==> src/sv/sbc_pkg.sv <==
// Shared constants, types and phase tables of the commutation unit.
package sbc_pkg;

	localparam int unsigned HIST_DEPTH = 8;
	localparam int unsigned CNT_W      = 16;
	localparam int unsigned PER_W      = 13;
	localparam int unsigned BLANK_W    = 16;
	localparam int unsigned DLY_W      = 16;
	localparam int unsigned STEP_W     = 3;
	localparam int unsigned PHASE_W    = 2;
	localparam int unsigned CFG_IDX_W  = 4;
	localparam int unsigned CFG_DATA_W = 16;

	localparam int unsigned SLOT_W  = (HIST_DEPTH > 1) ? $clog2(HIST_DEPTH) : 1;
	localparam int unsigned SUM_W   = PER_W + $clog2(HIST_DEPTH);
	// mean/2 as a multiply by a rounded-up reciprocal, exact for every SUM_W-bit sum
	localparam int unsigned AVG_DIV = 2 * HIST_DEPTH;
	localparam int unsigned AVG_SH  = SUM_W + $clog2(AVG_DIV);
	localparam int unsigned RECIP_W = SUM_W + 1;
	localparam int unsigned PROD_W  = SUM_W + RECIP_W;
	localparam longint unsigned AVG_RECIP = ((64'd1 << AVG_SH) + AVG_DIV - 1) / AVG_DIV;

	localparam logic [PER_W-1:0]   RST_MAX_PERIOD   = PER_W'(8000);
	localparam logic [PER_W-1:0]   RST_GOOD_MIN     = PER_W'(40);
	localparam logic [PER_W-1:0]   RST_GOOD_MAX     = PER_W'(1000);
	localparam logic [PER_W-1:0]   RST_LAG_THRESH   = PER_W'(80);
	localparam logic [PER_W-1:0]   RST_LAG_OFFSET   = PER_W'(40);
	localparam logic [PER_W-1:0]   RST_MIN_DELAY    = PER_W'(20);
	localparam logic [BLANK_W-1:0] RST_BLANK        = BLANK_W'(80);
	localparam logic [PER_W-1:0]   RST_START_PERIOD = PER_W'(400);
	localparam logic [PER_W-1:0]   RST_PERIOD_US    = PER_W'(400);
	localparam logic [SUM_W-1:0]   RST_SUM          = SUM_W'(400 * HIST_DEPTH);

	localparam logic [STEP_W-1:0] STEP_LAST = STEP_W'(5);

	typedef enum logic [CFG_IDX_W-1:0] {
		CFG_MAX_PERIOD = CFG_IDX_W'(0),
		CFG_GOOD_MIN,
		CFG_GOOD_MAX,
		CFG_LAG_THRESH,
		CFG_LAG_OFFSET,
		CFG_MIN_DELAY,
		CFG_BLANK,
		CFG_START_PERIOD
	} cfg_idx_t;

	typedef struct packed {
		logic [PER_W-1:0]   max_period;
		logic [PER_W-1:0]   good_min;
		logic [PER_W-1:0]   good_max;
		logic [PER_W-1:0]   lag_thresh;
		logic [PER_W-1:0]   lag_offset;
		logic [PER_W-1:0]   min_delay;
		logic [BLANK_W-1:0] blank;
		logic [PER_W-1:0]   start_period;
		logic [SUM_W-1:0]   fill_sum;
	} cfg_t;

	typedef struct packed {
		logic             capture;
		logic             restart;
		logic [PER_W-1:0] period;
	} hist_cmd_t;

	typedef enum logic [PHASE_W-1:0] {
		PH_A = PHASE_W'(0),
		PH_B = PHASE_W'(1),
		PH_C = PHASE_W'(2)
	} phase_t;

	function automatic logic [PHASE_W-1:0] phase_high(input logic [STEP_W-1:0] step);
		logic [PHASE_W-1:0] ph;
		case (step)
			STEP_W'(0), STEP_W'(1): ph = PH_A;
			STEP_W'(2), STEP_W'(3): ph = PH_B;
			STEP_W'(4), STEP_W'(5): ph = PH_C;
			default:                ph = PH_A;
		endcase
		return ph;
	endfunction

	function automatic logic [PHASE_W-1:0] phase_low(input logic [STEP_W-1:0] step);
		logic [PHASE_W-1:0] ph;
		case (step)
			STEP_W'(0), STEP_W'(5): ph = PH_B;
			STEP_W'(1), STEP_W'(2): ph = PH_C;
			STEP_W'(3), STEP_W'(4): ph = PH_A;
			default:                ph = PH_B;
		endcase
		return ph;
	endfunction

	function automatic logic [PHASE_W-1:0] phase_sense(input logic [STEP_W-1:0] step);
		logic [PHASE_W-1:0] ph;
		case (step)
			STEP_W'(0), STEP_W'(3): ph = PH_C;
			STEP_W'(1), STEP_W'(4): ph = PH_B;
			STEP_W'(2), STEP_W'(5): ph = PH_A;
			default:                ph = PH_C;
		endcase
		return ph;
	endfunction

endpackage

==> src/sv/sbc_if.sv <==
// Tick, result and configuration channel interfaces of the commutation unit.
interface sbc_tick_if;
	logic                        valid;
	logic                        ready;
	logic                        opcode;
	logic                        zero_cross;
	logic                        run_enable;
	logic [sbc_pkg::STEP_W-1:0]  start_step;

	modport source (output valid, opcode, zero_cross, run_enable, start_step, input ready);
	modport sink (input valid, opcode, zero_cross, run_enable, start_step, output ready);
endinterface

interface sbc_result_if;
	logic                        valid;
	logic                        ready;
	logic [sbc_pkg::STEP_W-1:0]  step_now;
	logic                        commutated;
	logic [sbc_pkg::PHASE_W-1:0] high_phase;
	logic [sbc_pkg::PHASE_W-1:0] low_phase;
	logic [sbc_pkg::PHASE_W-1:0] sense_phase;
	logic                        edge_rising;
	logic                        healthy_rotation;
	logic [sbc_pkg::PER_W-1:0]   average_half_period;

	modport source (output valid, step_now, commutated, high_phase, low_phase, sense_phase,
		edge_rising, healthy_rotation, average_half_period, input ready);
	modport sink (input valid, step_now, commutated, high_phase, low_phase, sense_phase,
		edge_rising, healthy_rotation, average_half_period, output ready);
endinterface

interface sbc_cfg_if;
	logic                           valid;
	logic                           ready;
	logic [sbc_pkg::CFG_IDX_W-1:0]  index;
	logic [sbc_pkg::CFG_DATA_W-1:0] data;

	modport source (output valid, index, data, input ready);
	modport sink (input valid, index, data, output ready);
endinterface

==> src/sv/sbc_cfg_regs.sv <==
// Configuration register file with the precomputed history fill sum.
module sbc_cfg_regs (
	input  logic            clk,
	input  logic            arst_n,
	sbc_cfg_if.sink         cfg,
	output sbc_pkg::cfg_t   regs
);

	sbc_pkg::cfg_t regs_q;

	assign cfg.ready = 1'b1;
	assign regs      = regs_q;

	always_ff @(posedge clk or negedge arst_n) begin
		if (!arst_n) begin
			regs_q.max_period   <= sbc_pkg::RST_MAX_PERIOD;
			regs_q.good_min     <= sbc_pkg::RST_GOOD_MIN;
			regs_q.good_max     <= sbc_pkg::RST_GOOD_MAX;
			regs_q.lag_thresh   <= sbc_pkg::RST_LAG_THRESH;
			regs_q.lag_offset   <= sbc_pkg::RST_LAG_OFFSET;
			regs_q.min_delay    <= sbc_pkg::RST_MIN_DELAY;
			regs_q.blank        <= sbc_pkg::RST_BLANK;
			regs_q.start_period <= sbc_pkg::RST_START_PERIOD;
			regs_q.fill_sum     <= sbc_pkg::RST_SUM;
		end else begin
			// restart sum is registered from the start period, so it lags a write by one register
			regs_q.fill_sum <= sbc_pkg::SUM_W'(regs_q.start_period)
				* sbc_pkg::SUM_W'(sbc_pkg::HIST_DEPTH);
			if (cfg.valid) begin
				unique case (sbc_pkg::cfg_idx_t'(cfg.index))
					sbc_pkg::CFG_MAX_PERIOD:   regs_q.max_period   <= cfg.data[sbc_pkg::PER_W-1:0];
					sbc_pkg::CFG_GOOD_MIN:     regs_q.good_min     <= cfg.data[sbc_pkg::PER_W-1:0];
					sbc_pkg::CFG_GOOD_MAX:     regs_q.good_max     <= cfg.data[sbc_pkg::PER_W-1:0];
					sbc_pkg::CFG_LAG_THRESH:   regs_q.lag_thresh   <= cfg.data[sbc_pkg::PER_W-1:0];
					sbc_pkg::CFG_LAG_OFFSET:   regs_q.lag_offset   <= cfg.data[sbc_pkg::PER_W-1:0];
					sbc_pkg::CFG_MIN_DELAY:    regs_q.min_delay    <= cfg.data[sbc_pkg::PER_W-1:0];
					sbc_pkg::CFG_BLANK:        regs_q.blank        <= cfg.data[sbc_pkg::BLANK_W-1:0];
					sbc_pkg::CFG_START_PERIOD: regs_q.start_period <= cfg.data[sbc_pkg::PER_W-1:0];
					default: ;
				endcase
			end
		end
	end

endmodule

==> src/sv/sbc_history.sv <==
// Period history with running sum and the averaged half period.
module sbc_history (
	input  logic                      clk,
	input  logic                      arst_n,
	input  sbc_pkg::hist_cmd_t        cmd,
	input  sbc_pkg::cfg_t             regs,
	output logic [sbc_pkg::PER_W-1:0] avg_next
);

	logic [sbc_pkg::PER_W-1:0]  hist_q [sbc_pkg::HIST_DEPTH];
	logic [sbc_pkg::SUM_W-1:0]  sum_q;
	logic [sbc_pkg::SUM_W-1:0]  sum_d;
	logic [sbc_pkg::SLOT_W-1:0] slot_q;
	logic [sbc_pkg::SLOT_W-1:0] slot_d;
	logic [sbc_pkg::PROD_W-1:0] prod;

	always_comb begin
		sum_d  = sum_q;
		slot_d = slot_q;
		if (cmd.restart) begin
			sum_d = regs.fill_sum;
		end else if (cmd.capture) begin
			sum_d  = sum_q - sbc_pkg::SUM_W'(hist_q[slot_q]) + sbc_pkg::SUM_W'(cmd.period);
			slot_d = (slot_q == sbc_pkg::SLOT_W'(sbc_pkg::HIST_DEPTH - 1))
				? '0 : slot_q + 1'b1;
		end
		prod     = sbc_pkg::PROD_W'(sum_d) * sbc_pkg::PROD_W'(sbc_pkg::AVG_RECIP);
		avg_next = sbc_pkg::PER_W'(prod >> sbc_pkg::AVG_SH);
	end

	always_ff @(posedge clk or negedge arst_n) begin
		if (!arst_n) begin
			for (int i = 0; i < sbc_pkg::HIST_DEPTH; i++) begin
				hist_q[i] <= sbc_pkg::RST_PERIOD_US;
			end
			sum_q  <= sbc_pkg::RST_SUM;
			slot_q <= '0;
		end else begin
			sum_q  <= sum_d;
			slot_q <= slot_d;
			if (cmd.restart) begin
				for (int i = 0; i < sbc_pkg::HIST_DEPTH; i++) begin
					hist_q[i] <= regs.start_period;
				end
			end else if (cmd.capture) begin
				hist_q[slot_q] <= cmd.period;
			end
		end
	end

endmodule

==> src/sv/sbc_sequencer.sv <==
// Period counter, delay and blanking timer, and six-step commutation state.
module sbc_sequencer (
	input  logic                       clk,
	input  logic                       arst_n,
	input  logic                       go,
	input  logic                       opcode,
	input  logic                       zero_cross,
	input  logic                       run_enable,
	input  logic [sbc_pkg::STEP_W-1:0] start_step,
	input  sbc_pkg::cfg_t              regs,
	input  logic [sbc_pkg::PER_W-1:0]  avg_next,
	output sbc_pkg::hist_cmd_t         cmd,
	output logic [sbc_pkg::STEP_W-1:0] step_next,
	output logic                       commutated
);

	typedef enum logic [1:0] {
		BP_READY,
		BP_DELAY,
		BP_BLANK
	} blank_phase_t;

	blank_phase_t                phase_q, phase_d;
	logic [sbc_pkg::CNT_W-1:0]   cnt_q, cnt_d;
	logic                        ovf_q, ovf_d;
	logic [sbc_pkg::DLY_W-1:0]   dly_q, dly_d;
	logic [sbc_pkg::STEP_W-1:0]  step_q;
	logic [sbc_pkg::CNT_W-2:0]   half;
	logic [sbc_pkg::PER_W-1:0]   period;
	logic [sbc_pkg::PER_W-1:0]   delay_us;
	logic [sbc_pkg::DLY_W-1:0]   delay_load;
	logic [sbc_pkg::DLY_W-1:0]   blank_load;

	always_comb begin
		half = cnt_q[sbc_pkg::CNT_W-1:1];
		if (ovf_q || (32'(half) >= 32'(regs.max_period))) begin
			period = regs.max_period;
		end else begin
			period = sbc_pkg::PER_W'(half);
		end

		// 30-degree delay less the lag, floored to the minimum below the threshold or when the lag is not below it
		if ((avg_next >= regs.lag_thresh) && (avg_next > regs.lag_offset)) begin
			delay_us = avg_next - regs.lag_offset;
		end else begin
			delay_us = regs.min_delay;
		end
		delay_load = {sbc_pkg::DLY_W'(delay_us), 1'b0} == '0 ? sbc_pkg::DLY_W'(1)
			: sbc_pkg::DLY_W'({delay_us, 1'b0});
		blank_load = (regs.blank == '0) ? sbc_pkg::DLY_W'(1) : sbc_pkg::DLY_W'(regs.blank);

		cnt_d       = cnt_q;
		ovf_d       = ovf_q;
		phase_d     = phase_q;
		dly_d       = dly_q;
		step_next   = step_q;
		commutated  = 1'b0;
		cmd.capture = 1'b0;
		cmd.restart = 1'b0;
		cmd.period  = period;

		if (go) begin
			if (opcode) begin
				step_next   = (start_step > sbc_pkg::STEP_LAST) ? '0 : start_step;
				cmd.restart = 1'b1;
				phase_d     = BP_READY;
				dly_d       = '0;
			end else if (zero_cross && (phase_q == BP_READY)) begin
				cmd.capture = 1'b1;
				cnt_d       = '0;
				ovf_d       = 1'b0;
				dly_d       = delay_load;
				phase_d     = BP_DELAY;
			end else begin
				cnt_d = cnt_q + 1'b1;
				if (cnt_d == '0) begin
					ovf_d = 1'b1;
				end
				if (dly_q != '0) begin
					dly_d = dly_q - 1'b1;
					if (dly_q == sbc_pkg::DLY_W'(1)) begin
						unique case (phase_q)
							BP_DELAY: begin
								phase_d = BP_BLANK;
								dly_d   = blank_load;
								if (run_enable) begin
									step_next  = (step_q >= sbc_pkg::STEP_LAST) ? '0
										: step_q + 1'b1;
									commutated = 1'b1;
								end
							end
							BP_BLANK: phase_d = BP_READY;
							default: ;
						endcase
					end
				end
			end
		end
	end

	always_ff @(posedge clk or negedge arst_n) begin
		if (!arst_n) begin
			phase_q <= BP_READY;
			cnt_q   <= '0;
			ovf_q   <= 1'b0;
			dly_q   <= '0;
			step_q  <= '0;
		end else begin
			phase_q <= phase_d;
			cnt_q   <= cnt_d;
			ovf_q   <= ovf_d;
			dly_q   <= dly_d;
			step_q  <= step_next;
		end
	end

endmodule

==> src/sv/sensorless_bldc_commutation_unit.sv <==
// Top level of the sensorless six-step commutation unit.
//
// tick carries one timer count per request (two counts per microsecond): a restart
// opcode, the back-EMF zero-cross flag, the run flag and the restart step.
// result returns exactly one item per tick, describing the state after it: step,
// commutation strobe, drive and sense phases, edge polarity, rotation health and
// the averaged half period.
// cfg writes one register per request; it is always ready and must only be used
// while no tick is in flight.
// A tick is first taken into the input register; the state update and the result
// register follow once the result side can advance, so a result stall can come
// between the two.
// Throughput is one tick per cycle while the result is not stalled.
// When result is stalled the result register holds and one more tick is still
// taken into the input register; tick.ready drops only when both are full.
// Reset clears both stages, loads the register defaults, fills the history with
// 400 us and stops the delay timer.
module sensorless_bldc_commutation_unit (
	input  logic          clk,
	input  logic          arst_n,
	sbc_tick_if.sink      tick,
	sbc_result_if.source  result,
	sbc_cfg_if.sink       cfg
);

	typedef struct packed {
		logic                       opcode;
		logic                       zero_cross;
		logic                       run_enable;
		logic [sbc_pkg::STEP_W-1:0] start_step;
	} item_t;

	typedef struct packed {
		logic [sbc_pkg::STEP_W-1:0]  step_now;
		logic                        commutated;
		logic [sbc_pkg::PHASE_W-1:0] high_phase;
		logic [sbc_pkg::PHASE_W-1:0] low_phase;
		logic [sbc_pkg::PHASE_W-1:0] sense_phase;
		logic                        edge_rising;
		logic                        healthy_rotation;
		logic [sbc_pkg::PER_W-1:0]   average_half_period;
	} result_t;

	sbc_pkg::cfg_t               regs;
	sbc_pkg::hist_cmd_t          cmd;
	item_t                       item_s1;
	logic                        valid_s1;
	result_t                     res_d, res_q;
	logic                        res_valid_q;
	logic                        advance;
	logic                        go;
	logic [sbc_pkg::PER_W-1:0]   avg_next;
	logic [sbc_pkg::STEP_W-1:0]  step_next;
	logic                        commutated;

	assign advance    = !res_valid_q || result.ready;
	assign go         = valid_s1 && advance;
	assign tick.ready = !valid_s1 || advance;

	sbc_cfg_regs u_cfg (
		.clk    (clk),
		.arst_n (arst_n),
		.cfg    (cfg),
		.regs   (regs)
	);

	sbc_sequencer u_seq (
		.clk        (clk),
		.arst_n     (arst_n),
		.go         (go),
		.opcode     (item_s1.opcode),
		.zero_cross (item_s1.zero_cross),
		.run_enable (item_s1.run_enable),
		.start_step (item_s1.start_step),
		.regs       (regs),
		.avg_next   (avg_next),
		.cmd        (cmd),
		.step_next  (step_next),
		.commutated (commutated)
	);

	sbc_history u_hist (
		.clk      (clk),
		.arst_n   (arst_n),
		.cmd      (cmd),
		.regs     (regs),
		.avg_next (avg_next)
	);

	always_comb begin
		res_d.step_now            = step_next;
		res_d.commutated          = commutated;
		res_d.high_phase          = sbc_pkg::phase_high(step_next);
		res_d.low_phase           = sbc_pkg::phase_low(step_next);
		res_d.sense_phase         = sbc_pkg::phase_sense(step_next);
		res_d.edge_rising         = step_next[0];
		res_d.healthy_rotation    = (avg_next >= regs.good_min) && (avg_next <= regs.good_max);
		res_d.average_half_period = avg_next;
	end

	always_ff @(posedge clk or negedge arst_n) begin
		if (!arst_n) begin
			valid_s1    <= 1'b0;
			res_valid_q <= 1'b0;
		end else begin
			if (tick.ready) begin
				valid_s1 <= tick.valid;
			end
			if (advance) begin
				res_valid_q <= valid_s1;
			end
		end
	end

	always_ff @(posedge clk) begin
		if (tick.valid && tick.ready) begin
			item_s1.opcode     <= tick.opcode;
			item_s1.zero_cross <= tick.zero_cross;
			item_s1.run_enable <= tick.run_enable;
			item_s1.start_step <= tick.start_step;
		end
		if (go) begin
			res_q <= res_d;
		end
	end

	assign result.valid               = res_valid_q;
	assign result.step_now            = res_q.step_now;
	assign result.commutated          = res_q.commutated;
	assign result.high_phase          = res_q.high_phase;
	assign result.low_phase           = res_q.low_phase;
	assign result.sense_phase         = res_q.sense_phase;
	assign result.edge_rising         = res_q.edge_rising;
	assign result.healthy_rotation    = res_q.healthy_rotation;
	assign result.average_half_period = res_q.average_half_period;

endmodule

==> src/flat_wrapper.sv <==
// flat-port wrapper written by rule: the top's interface ports become plain ports
module sensorless_bldc_commutation_unit_flat 
  (clk, arst_n, tick_valid, tick_opcode, tick_zero_cross, tick_run_enable, tick_start_step, tick_ready, result_valid, result_step_now, result_commutated, result_high_phase, result_low_phase, result_sense_phase, result_edge_rising, result_healthy_rotation, result_average_half_period, result_ready, cfg_valid, cfg_index, cfg_data, cfg_ready);
  sbc_tick_if tick_i ();
  sbc_result_if result_i ();
  sbc_cfg_if cfg_i ();
  input  logic clk;
  input  logic arst_n;
  input wire logic [$bits(tick_i.valid)-1:0] tick_valid;
  input wire logic [$bits(tick_i.opcode)-1:0] tick_opcode;
  input wire logic [$bits(tick_i.zero_cross)-1:0] tick_zero_cross;
  input wire logic [$bits(tick_i.run_enable)-1:0] tick_run_enable;
  input wire logic [$bits(tick_i.start_step)-1:0] tick_start_step;
  output wire logic [$bits(tick_i.ready)-1:0] tick_ready;
  output wire logic [$bits(result_i.valid)-1:0] result_valid;
  output wire logic [$bits(result_i.step_now)-1:0] result_step_now;
  output wire logic [$bits(result_i.commutated)-1:0] result_commutated;
  output wire logic [$bits(result_i.high_phase)-1:0] result_high_phase;
  output wire logic [$bits(result_i.low_phase)-1:0] result_low_phase;
  output wire logic [$bits(result_i.sense_phase)-1:0] result_sense_phase;
  output wire logic [$bits(result_i.edge_rising)-1:0] result_edge_rising;
  output wire logic [$bits(result_i.healthy_rotation)-1:0] result_healthy_rotation;
  output wire logic [$bits(result_i.average_half_period)-1:0] result_average_half_period;
  input wire logic [$bits(result_i.ready)-1:0] result_ready;
  input wire logic [$bits(cfg_i.valid)-1:0] cfg_valid;
  input wire logic [$bits(cfg_i.index)-1:0] cfg_index;
  input wire logic [$bits(cfg_i.data)-1:0] cfg_data;
  output wire logic [$bits(cfg_i.ready)-1:0] cfg_ready;
  assign tick_i.valid = tick_valid;
  assign tick_i.opcode = tick_opcode;
  assign tick_i.zero_cross = tick_zero_cross;
  assign tick_i.run_enable = tick_run_enable;
  assign tick_i.start_step = tick_start_step;
  assign tick_ready = tick_i.ready;
  assign result_valid = result_i.valid;
  assign result_step_now = result_i.step_now;
  assign result_commutated = result_i.commutated;
  assign result_high_phase = result_i.high_phase;
  assign result_low_phase = result_i.low_phase;
  assign result_sense_phase = result_i.sense_phase;
  assign result_edge_rising = result_i.edge_rising;
  assign result_healthy_rotation = result_i.healthy_rotation;
  assign result_average_half_period = result_i.average_half_period;
  assign result_i.ready = result_ready;
  assign cfg_i.valid = cfg_valid;
  assign cfg_i.index = cfg_index;
  assign cfg_i.data = cfg_data;
  assign cfg_ready = cfg_i.ready;
  sensorless_bldc_commutation_unit u_core (.clk(clk), .arst_n(arst_n), .tick(tick_i), .result(result_i), .cfg(cfg_i));
endmodule
==> config.mk <==
export PLATFORM = sky130hd
export DESIGN_NAME = sensorless_bldc_commutation_unit_flat
export DESIGN_NICKNAME = d
export VERILOG_FILES = /design/src/sv/sbc_pkg.sv /design/src/sv/sbc_if.sv /design/src/sv/sbc_cfg_regs.sv /design/src/sv/sbc_history.sv /design/src/sv/sbc_sequencer.sv /design/src/sv/sensorless_bldc_commutation_unit.sv /design/src/flat_wrapper.sv
export SDC_FILE = /design/constraint.sdc
export NUM_CORES = 1
export LEC_CHECK = 0
export ABC_AREA = 1
export ABC_CLOCK_PERIOD_IN_PS = 15100
export BUFFER_PORTS_ARGS = -buffer_cell sky130_fd_sc_hd__buf_4
export CAP_MARGIN = 30
export CORE_MARGIN = 5
export CORE_UTILIZATION = 52
export CTS_BUF_LIST = sky130_fd_sc_hd__clkbuf_4
export DETAILED_ROUTE_END_ITERATION = 8
export GPL_TIMING_DRIVEN = 0
export PLACE_DENSITY = 0.69
export SLEW_MARGIN = 25
export SYNTH_ARGS = -nofsm -noshare
export SYNTH_HDL_FRONTEND = slang
export SYNTH_SLANG_ARGS = --single-unit
==> constraint.sdc <==
create_clock -name clk -period 15.1 [get_ports clk]
set_input_delay 1.51 -clock clk [delete_from_list [all_inputs] [get_ports clk]]
set_output_delay 1.51 -clock clk [all_outputs]
set_load 0.05 [all_outputs]
==> results_dict.tcl <==
set metrics [dict create \
    synth_top_area_share_pct 31.4 \
    synth.area.top_cells "dfrtp_1 31%, dfstp_2 8.0%, inv_1 7.7%" \
    grt_pass1_wl_mm 87.9 \
    path_max_fanout 10 \
    highest_layer "met4" \
    path_clk_slew_ps 70 \
    tritoncts "done" \
    htree_levels 3 \
    worstPathArrival_ps 8410 \
    portBuffers 54 \
    drv_cap 0 \
    drc 0 \
    outcome "finished, final reports clean" \
    fin_util_pct 59.2 \
    antenna_found_initial 1 \
    ctsResizeCount 0 \
    via_count 16300 \
    dpl_cell_area_sq_um 19200 \
    initial_core_util_pct 52.6 \
    synth_cell_type_count 61 \
    finalSetupViolCount 0 \
    cp_common_cell "nand2_1" \
    startpoint "u_core.u_hist.slot_q[0]" \
    wl_met2_mm 25.7 \
    clk_path_buf_depth 3 \
    cts_hold_buf 0 \
    grt_max_degree 87 \
    drt-vias-per-instance 5.71 \
    drt_iter0_markers 1661 \
    synth-main-ff-cell "dfrtp_1" \
    route.met3.wl_mm 4.09 \
    rr_worst_depth 38 \
    startpoint_type "flop" \
    dieArea_sq_um 38800 \
    drv_slew 0 \
    hp-class "flop to flop" \
    core-area_sq_um 34500 \
    grt_pass1_vias 16000 \
    synth_top_area_cell "dfrtp_1" \
    crit_buf_inv 7 \
    ys_ff_latch 312 \
    slew_headroom_pct 32.0 \
    die_h_um 197 \
    ys_warn_count 0 \
    setup_tns_ps 0 \
    nets 2463 \
    grt_usage_pct 28.8 \
    netlist_instances 2188 \
    hold_viol 0 \
    end_kind "flop" \
    setup_ws_ps 7380 \
    final.setup_skew_ps 47.4 \
    synth_fp_nets 2317 \
    clkLatencyLatePin_ps 780 \
    dr.pass1.iters 6 \
    netlist_area_sq_um 18200 \
    timing.final.crit_share_pct 51.1 \
    crit_type "flop to flop" \
    routabilityCongestion 0.921 \
    r2r_slack_ps 7380 \
    min_period_ps 7720 \
    area_growth_pct 12.5 \
    routed_wl_mm 55.9 \
    slowest_delay_ps 790 \
    async_flop_share_pct 90.7 \
    drive_above_1_share_pct 14.8 \
    die_w_um 197 \
    cts-root-buf "clkbuf_4" \
    wl_per_cell_um 19.5 \
    met1_length_mm 23.9 \
    pin_count 59 \
    yosysSeqAreaShare_pct 44.1 \
    dp_hpwl_mm 41.2 \
    avgSynthCellArea_sq_um 8.30 \
    worstMarginPinSlew_ps 1020 \
    rows 68 \
    synth_edf_count 29 \
    cp_slowest_cell "a21oi_1" \
    ant_nets 0 \
    rsz0062_at_grt "false" \
    cts_buffers 86 \
    r2r_start "u_core.u_hist.slot_q[0]" \
    cp.depth 38 \
    dp_slack_ps 7540 \
    worstPathRequired_ps 15790 \
    final_area_sq_um 20400 \
    grt_overflow 0 \
    cts_setup_buffers 0 \
    synth.most_common_cell "inv_1" \
    synthTopCellsByCount "373 x inv_1, 341 x nand2_1, 228 x dfrtp_1" \
    clock.fmax_ghz 0.130 \
    critical_path.endpoint "u_core.u_seq.dly_q[0]" \
    cts_sinks 312 \
    reg2reg_to "u_core.u_seq.dly_q[0]" \
    critPathTopFamily "simple AND/OR/NAND/NOR gates" \
]
worst min-delay path by stage:
| stage | startpoint | to | slack, ps | depth (start not counted) |
|---|---|---|---|---|
| final | u_core.u_cfg.regs[20] | u_core.u_cfg.regs[7] | 360 | 0 |
| after global routing | u_core.u_cfg.regs[20] | u_core.u_cfg.regs[7] | 370 | 0 |
| after CTS | u_core.u_cfg.regs[20] | u_core.u_cfg.regs[7] | 370 | 0 |
| after detailed placement | u_core.u_cfg.regs[20] | u_core.u_cfg.regs[7] | 360 | 0 |
| after global placement | u_core.u_cfg.regs[25] | u_core.u_cfg.regs[12] | 360 | 0 |
| after floorplan | u_core.u_cfg.regs[25] | u_core.u_cfg.regs[12] | 350 | 0 |
flip-flops by register name, summed over array words and instances, names as in the netlist:
signal and count:
u_core.valid_s1 1, u_core.result.average_half_period 12, u_core.u_cfg.regs 120, u_core.result.low_phase 2
u_core.result.healthy_rotation 1, u_core.u_seq.step_q 3, u_core.u_seq.cnt_q 16, u_core.result.sense_phase 2
u_core.u_hist.slot_q 3, u_core.u_hist.hist_q 104, u_core.u_seq.phase_q 2, u_core.result.step_now 3
u_core.result.commutated 1, u_core.result.valid 1, u_core.u_seq.ovf_q 1, u_core.u_hist.sum_q 16
u_core.result.high_phase 2, u_core.u_seq.dly_q 16, u_core.item_s1 6
final cells by class:
type                    count  area (sq um)
diodes                      2          5.00
plain buffers              76           365
clock buffers             131           983
clock inverters            31           208
fillers                  3209         14100
inverters                 382          1430
multi-input cells        1418          8350
flip-flops and latches    312          8020
well taps                 455           569
repair buffers             58           503
metal layers:
metal,global-route usage [%],vias to the layer above
li1,-,7650
met1,39.8,7849
met2,45.4,717
met3,5.15,131
met4,11.6,0
met5,0,-
worst register-to-register path, delay by kind of cell (launching register included):
kind	cells	cell delay, ps
AOI/OAI and AO/OA	7	2170
buffers and inverters	7	1240
DFF	1	440
adders and majority gates	4	1200
and+or+nand+nor	19	2500
xor gates and xnor gates	1	110
kinds of logic after synthesis:
kind of cell             share of synthesized area [%]
AND/OR/NAND/NOR                                   21.3
buffers and inverters                             9.90
AO/OA/AOI/OAI                                     15.3
flip-flops                                        44.1
adder cells (fa/ha/maj)                           7.33
XOR/XNOR                                          1.88
multiplexers                                     0.186
other                                           0.0413
cells in the final DEF, fill, tap and decap left out, types with 29 or more instances in the layout:
| cell | synthesis | routed |
|---|---|---|
| inv_1 | 373 | 372 |
| nand2_1 | 341 | 341 |
| dfrtp_1 | 228 | 228 |
| nor2_1 | 207 | 207 |
| nand3_1 | 178 | 178 |
| o21ai_0 | 142 | 142 |
| clkbuf_4 | 0 | 131 |
| a22oi_1 | 109 | 109 |
| ha_1 | 84 | 84 |
| a21oi_1 | 67 | 66 |
| buf_4 | 6 | 60 |
| dfstp_2 | 55 | 55 |
| clkbuf_1 | 48 | 48 |
| o22ai_1 | 48 | 48 |
| xor2_1 | 30 | 30 |
| edfxtp_1 | 29 | 29 |
stage by stage:
step	std cells	hold slack [ps]
after floorplan	2188	354
after global placement	2697	355
after detailed placement	2700	356
after CTS	2862	365
after global routing	2865	369
final	2865	363
Power is not shown: default switching activity piles up to over one toggle a cycle in this logic, so the estimate is an artifact.
